## config.mk

```make
export PLATFORM = sky130hd
export DESIGN_NAME = wks_ctrl
export DESIGN_NICKNAME = d
export VERILOG_FILES = /design/src/rtl/windowed_kalman_smoother_defines.svh /design/src/rtl/wks_pkg.sv /design/src/rtl/wks_ctrl.sv
export SDC_FILE = /design/constraint.sdc
export NUM_CORES = 1
export LEC_CHECK = 0
export ABC_AREA = 1
export BUFFER_PORTS_ARGS = -buffer_cell sky130_fd_sc_hd__buf_2
export CORE_AREA = 2 2 39 41
export CTS_CLUSTER_SIZE = 8
export DETAILED_ROUTE_END_ITERATION = 6
export DIE_AREA = 0 0 41 43
export PLACE_DENSITY = 0.73
export SLEW_MARGIN = 10
export SYNTH_ARGS = -nofsm -noshare
export SYNTH_HDL_FRONTEND = slang
export SYNTH_SLANG_ARGS = --single-unit
```

## constraint.sdc

```tcl
create_clock -name clk_i -period 1.8 [get_ports clk_i]
set_input_delay 0.18 -clock clk_i [delete_from_list [all_inputs] [get_ports clk_i]]
set_output_delay 0.18 -clock clk_i [all_outputs]
set_load 0.01 [all_outputs]
```

## src/rtl/windowed_kalman_smoother_defines.svh

```systemverilog
`ifndef WINDOWED_KALMAN_SMOOTHER_DEFINES_SVH
`define WINDOWED_KALMAN_SMOOTHER_DEFINES_SVH

// same-cycle implication
`define WKS_ASSERT_IMP(lbl, ante, cons, msg) \
  lbl: assert property (@(posedge clk_i) disable iff (!rst_ni) (ante) |-> (cons)) \
    else $error(msg);

// next-cycle implication
`define WKS_ASSERT_NXT(lbl, ante, cons, msg) \
  lbl: assert property (@(posedge clk_i) disable iff (!rst_ni) (ante) |=> (cons)) \
    else $error(msg);

`endif

```

## src/rtl/wks_pkg.sv

```systemverilog
package wks_pkg;

  localparam int CHANNELS   = 8;
  localparam int WINDOW_MAX = 16;

  localparam int DEPTH     = CHANNELS * WINDOW_MAX;
  localparam int ADDR_W    = (DEPTH > 1) ? $clog2(DEPTH) : 1;
  localparam int SLOT_W    = $clog2(WINDOW_MAX);
  localparam int CH_IDX_W  = (CHANNELS > 1) ? $clog2(CHANNELS) : 1;

  localparam int DIV_STEPS = 25;
  localparam int DCNT_W    = $clog2(DIV_STEPS);

  localparam logic [24:0] ONE_Q24  = 25'h100_0000;
  localparam logic [57:0] HALF_Q24 = 58'h80_0000;

  typedef enum logic [1:0] {
    ST_FILTERED = 2'd0,
    ST_BYPASS   = 2'd1,
    ST_PRIMED   = 2'd2
  } status_e;

  typedef enum logic [2:0] {
    CFG_WIN_LEN  = 3'd0,
    CFG_INIT_COV = 3'd1,
    CFG_PROC_NS  = 3'd2,
    CFG_MEAS_NS  = 3'd3,
    CFG_MIN_THR  = 3'd4
  } cfg_idx_e;

  typedef enum logic [3:0] {
    S_IDLE,
    S_DECIDE,
    S_BYP,
    S_PRIME,
    S_PRM_DONE,
    S_WRS,
    S_RD,
    S_ADDQ,
    S_DIV,
    S_MULX,
    S_MULP,
    S_UPDP,
    S_FLT_DONE
  } state_e;

  typedef struct packed {
    logic [2:0]         channel;
    logic signed [31:0] sample;
  } in_t;

  typedef struct packed {
    logic signed [31:0] estimate;
    logic [1:0]         status;
  } out_t;

  typedef struct packed {
    logic    capture;
    logic    prime_wr;
    logic    wr_last;
    logic    rd;
    logic    addq;
    logic    div_step;
    logic    mulx;
    logic    mulp;
    logic    updp;
    logic    inc_i;
    logic    set_primed;
    logic    load_out;
    logic    out_from_x;
    status_e out_code;
  } cmd_t;

  typedef struct packed {
    logic bypass;
    logic prime;
    logic i_last;
    logic div_done;
    logic out_free;
  } sts_t;

endpackage

```

## src/rtl/wks_ctrl.sv

```systemverilog
module wks_ctrl import wks_pkg::*; (
  input  logic clk_i,
  input  logic rst_ni,
  input  logic in_valid_i,
  output logic in_ready_o,
  input  sts_t sts_i,
  output cmd_t cmd_o
);

  state_e state_q, state_d;

  always_ff @(posedge clk_i or negedge rst_ni) begin
    if (!rst_ni) begin
      state_q <= S_IDLE;
    end else begin
      state_q <= state_d;
    end
  end

  always_comb begin
    state_d = state_q;
    unique case (state_q)
      S_IDLE:     if (in_valid_i) state_d = S_DECIDE;
      S_DECIDE: begin
        priority if (sts_i.bypass) state_d = S_BYP;
        else if (sts_i.prime)      state_d = S_PRIME;
        else                       state_d = S_WRS;
      end
      S_BYP:      if (sts_i.out_free) state_d = S_IDLE;
      S_PRIME:    if (sts_i.i_last) state_d = S_PRM_DONE;
      S_PRM_DONE: if (sts_i.out_free) state_d = S_IDLE;
      S_WRS:      state_d = S_RD;
      S_RD:       state_d = S_ADDQ;
      S_ADDQ:     state_d = S_DIV;
      S_DIV:      if (sts_i.div_done) state_d = S_MULX;
      S_MULX:     state_d = S_MULP;
      S_MULP:     state_d = S_UPDP;
      S_UPDP:     state_d = sts_i.i_last ? S_FLT_DONE : S_RD;
      S_FLT_DONE: if (sts_i.out_free) state_d = S_IDLE;
      default:    state_d = S_IDLE;
    endcase
  end

  always_comb begin
    cmd_o          = '0;
    cmd_o.out_code = ST_FILTERED;
    in_ready_o     = 1'b0;
    unique case (state_q)
      S_IDLE: begin
        in_ready_o    = 1'b1;
        cmd_o.capture = in_valid_i;
      end
      S_BYP: begin
        cmd_o.load_out = sts_i.out_free;
        cmd_o.out_code = ST_BYPASS;
      end
      S_PRIME: begin
        cmd_o.prime_wr = 1'b1;
        cmd_o.inc_i    = !sts_i.i_last;
      end
      S_PRM_DONE: begin
        cmd_o.load_out   = sts_i.out_free;
        cmd_o.set_primed = sts_i.out_free;
        cmd_o.out_code   = ST_PRIMED;
      end
      S_WRS:  cmd_o.wr_last  = 1'b1;
      S_RD:   cmd_o.rd       = 1'b1;
      S_ADDQ: cmd_o.addq     = 1'b1;
      S_DIV:  cmd_o.div_step = 1'b1;
      S_MULX: cmd_o.mulx     = 1'b1;
      S_MULP: cmd_o.mulp     = 1'b1;
      S_UPDP: begin
        cmd_o.updp  = 1'b1;
        cmd_o.inc_i = !sts_i.i_last;
      end
      S_FLT_DONE: begin
        cmd_o.load_out   = sts_i.out_free;
        cmd_o.out_from_x = 1'b1;
        cmd_o.out_code   = ST_FILTERED;
      end
      default: cmd_o = '0;
    endcase
  end

endmodule

```

Word-level counts from Yosys, hierarchy flattened
Index checks and enable logic that the tools add are counted.
Widths: inputs -> output; s select.
{"block": "word_totals", "regBits": 4, "out_inout_bits": 16, "word_cells": 45}
{"block": "classes", "eq_ne": 16, "n_mux": 23, "reduce_logical": 5}
{"op": "$pmux 4 s11", "count": 1}
{"op": "$eq 4x4->1 const B", "count": 5}
{"op": "$mux 4", "count": 5}
{"op": "$eq 4x3->1 const B", "count": 4}
{"op": "$mux 1", "count": 14}
{"op": "$eq 4x2->1 const B", "count": 2}
{"op": "$mux 3", "count": 2}
{"op": "$ne 2x2->1 const B", "count": 3}
{"op": "$eq 4x1->1 const B", "count": 1}
{"op": "$logic_not 4->1", "count": 1}
{"op": "$pmux 2 s2", "count": 1}
{"op": "$reduce_and 4->1", "count": 1}
{"op": "$reduce_or 3->1", "count": 1}
{"op": "$ne 2x1->1 const B", "count": 1}
{"op": "$reduce_or 2->1", "count": 1}
{"op": "$logic_not 1->1", "count": 1}

Longest topological paths before layout
{"block": "logic_depth", "ltp_word": 4, "mapped_depth": 9, "depth_no_buf": 8}

Worst setup path after synthesis
OpenSTA, ideal clock, no wires.
{"block": "synth_path", "path_kind": "register to output", "start": "register state_q[1]", "end": "output port cmd_o[4] (netlist bit)", "t_arrival_ns": 1.013, "t_required_ns": 1.620, "path_slack_ns": 0.607, "stages_incl_launch_ff": 5, "path_buffers": 1, "path_cell_list": "dfrtp_1 buf_6 nor2_2 inv_1 nor3_1"}
{"element": "start: declaration", "line_no": "wks_ctrl.sv:10", "text": "state_e state_q, state_d;"}
{"element": "start signal: assignment", "line_no": "wks_ctrl.sv:16", "text": "state_q <= state_d;"}
{"element": "end: declaration", "line_no": "wks_ctrl.sv:7", "text": "output cmd_t cmd_o"}

==> results.sh <==
export IMPL_cts_buffer_depth=2
export IMPL_clkLatencyLatePin_ns=0.23
export IMPL_grt_max_degree=9
export IMPL_dr_pass1_iters=4
export IMPL_pwr_share_comb_pct=66.5
export IMPL_cp_top_family="flip-flops"
export IMPL_crit_arrival_ns=1.37
export IMPL_wl_per_cell_um=9.008
export IMPL_ys_ff_latch=4
export IMPL_antenna_left=0
export IMPL_slowest_stage="dfrtp_1"
export IMPL_largest_reg_flops=4
export IMPL_reg_largest_list="state_q: 4 flops"
export IMPL_cts_hold_buf=1
export IMPL_r2r_setup_slack_ns=0.55
export IMPL_utilization_pct=46.38
export IMPL_p_sw_mw=0.4601
export IMPL_seq_area_frac_synth_pct=20.62
export IMPL_dieArea_mm2=0.001763
export IMPL_pin_count=24
export IMPL_clk_pin_slew_ns=0.04
export IMPL_fin_skew_ns=0.0001295
export IMPL_top_register="state_q"
export IMPL_grtUsageTotal_pct=15.15
export IMPL_cts_setup_buffers=0
export IMPL_r2r_start="state_q[2]"
export IMPL_crit_type="reg -> out"
export IMPL_layout_setup_ws_ns=0.2500
export IMPL_leakagePower_nw=0.4323
export IMPL_start_kind="flop"
export IMPL_max_freq_mhz=645.2
export IMPL_cp_num_buf_inv=3
export IMPL_drv_slew=0
export IMPL_clock_root_buffer="clkbuf_4"
export IMPL_io_buffers=23
export IMPL_syn_area_um2=485.5
export IMPL_drtIter0Drc=11
export IMPL_vdd_drop_max_v=0.0004774
export IMPL_die_x_um=41
export IMPL_crit_required_ns=1.62
export IMPL_drt_wl_total_mm=1.162
export IMPL_tightest_slew_ns=0.2555
export IMPL_power_internal_mw=0.4001
export IMPL_cts_buffers=3
export IMPL_setup_tns_ns=0
export IMPL_grt_pass1_vias=482
export IMPL_dp_hpwl_mm=1.005
export IMPL_fillers=150
export IMPL_switching_share_pct=53.49
export IMPL_drc=0
export IMPL_crit_path_max_fanout=6
export IMPL_reg2reg_depth=7
export IMPL_cp_depth=6
export IMPL_final_hold_violation_count=0
export IMPL_cts_tree="yes"
export IMPL_synth_nets=95
export IMPL_setup_viol=0
export IMPL_slew_headroom_pct=82.91
export IMPL_fin_area_um2=641.9
export IMPL_start_util_pct=35.08
export IMPL_ys_types=16
export IMPL_core_mm2=0.001384
export IMPL_path_cells="inv_2 > nand2_2 > o21ai_2 > inv_1 > nor2_1 > buf_2"
export IMPL_post_cts_resized=0
export IMPL_grt_overflow=0
export IMPL_hold_class="in -> reg"
export IMPL_syn_to_final_growth_pct=32.22
export IMPL_antenna_found_initial=0
export IMPL_placementRows=14
export IMPL_ys_warn_count=0
export IMPL_worstSetupEndpointType="primary output"
export IMPL_die_h_um=43
export IMPL_dp_slack_ns=0.4911
export IMPL_status="finished clean"
export IMPL_drive_above_1_share_pct=36.28
export IMPL_crit_path_max_incr_delay_ns=0.45
export IMPL_cp_startpoint="state_q[2]"
export IMPL_r2r_end="state_q[1]"
export IMPL_grt_pass1_wl_mm=1.904
export IMPL_drv_cap=0
export IMPL_synthesis_instances=87
export IMPL_vias=584
export IMPL_cts_sinks=4
export IMPL_placed_area_um2=609.3
export IMPL_p_per_area_mw_per_mm2=1340
export IMPL_syn_area_per_cell_um2=5.580
export IMPL_crit_end="cmd_o[3]"
export IMPL_clkPwrFrac_pct=12.3
export IMPL_grt_setup_unrepaired="no"
export IMPL_post_route_period_util_pct=86.11
export IMPL_diodes=0
export IMPL_fin_crit_ns=1.550
export IMPL_place_gp_congestion=0.8694
export IMPL_seqPwrFrac_pct=21.2
export IMPL_nets=123
export IMPL_cts_max_level=1
export IMPL_viasPerCell=4.527
[worst min path at each step]
stage	startpoint	endpoint	depth (start not counted)
after global placement	rst_ni	state_q[2]	1
after global routing	sts_i[2]	state_q[0]	4
after floorplan	rst_ni	state_q[0]	0
after CTS	sts_i[2]	state_q[0]	4
after detailed placement	rst_ni	state_q[0]	1
final	sts_i[2]	state_q[0]	4
[power groups by stage]
stage / clock, mW / combinational [mW] / sequential (mW)
6_report: 0.106 / 0.572 / 0.182
2_1_floorplan: 0 / 0.465 / 0.156
3_3_place_gp: 0 / 0.568 / 0.181
3_5_place_dp: 0 / 0.573 / 0.182
5_1_grt: 0.115 / 0.656 / 0.186
4_1_cts: 0.109 / 0.577 / 0.182
[layout by cell type, fill, tap and decap left out, drive strengths merged]
cell          n
a21oi         1
dfrtp         4
inv          18
clkbuf        3
nand3         7
o21ai         2
nand4         1
nand2        29
dlygate4sd3   1
buf          23
nor3          4
nor2         20
[layer usage]
metal	wire [µm]	up-vias	GRT usage, %
li1	-	316	-
met1	533	258	20.66
met2	589	10	24.06
met3	39	0	3.141
met4	0	0	2.667
met5	0	-	0
[cell type report]
type                            instances  area [µm²]  share of cell area, %
Sequential cell                         4       100.1                  15.59
Inverter                               18       67.56                  10.53
Timing Repair Buffer                   24       125.1                  19.49
Clock buffer                            3       22.52                  3.509
Multi-Input combinational cell         64       306.5                  47.76
Tap cell                               16       20.02                  3.119
[per-stage QoR]
stage          hold WS [ns]  cells  total power, mW
5_1_grt              0.2865    129           0.9574
2_1_floorplan       -0.1156     87           0.6208
3_3_place_gp       -0.01178    125           0.7493
4_1_cts              0.2741    129           0.8681
6_report             0.2764    129           0.8602
3_5_place_dp       -0.01130    125           0.7555
[Yosys cell counts]
cell | count | area (µm²)
o21ai_0 | 1 | 5.000
inv_1 | 15 | 56.30
o21ai_2 | 1 | 8.760
nor3_1 | 4 | 20.02
nor2_4 | 2 | 22.52
nand4_1 | 1 | 6.260
dfrtp_1 | 4 | 100.1
nand2_1 | 23 | 86.33
buf_6 | 1 | 11.26
nor2_1 | 15 | 56.30
nor2_2 | 3 | 18.77
inv_2 | 3 | 11.26
nand2_4 | 1 | 11.26
nand2_2 | 5 | 31.28
nand3_1 | 7 | 35.03
a21oi_1 | 1 | 5.000
[worst min-delay path, delay by kind of cell]
kind,cells,cell delay (ns)
AND/OR/NAND/NOR,2,0.11
buffers and inverters,2,0.17
[cells by family after synthesis]
group	synth area share (%)
buffers and inverters	16.24
and+or+nand+nor	59.28
DFF	20.62
AOI/OAI and AO/OA	3.864
Power figures use the tool's default switching activity.
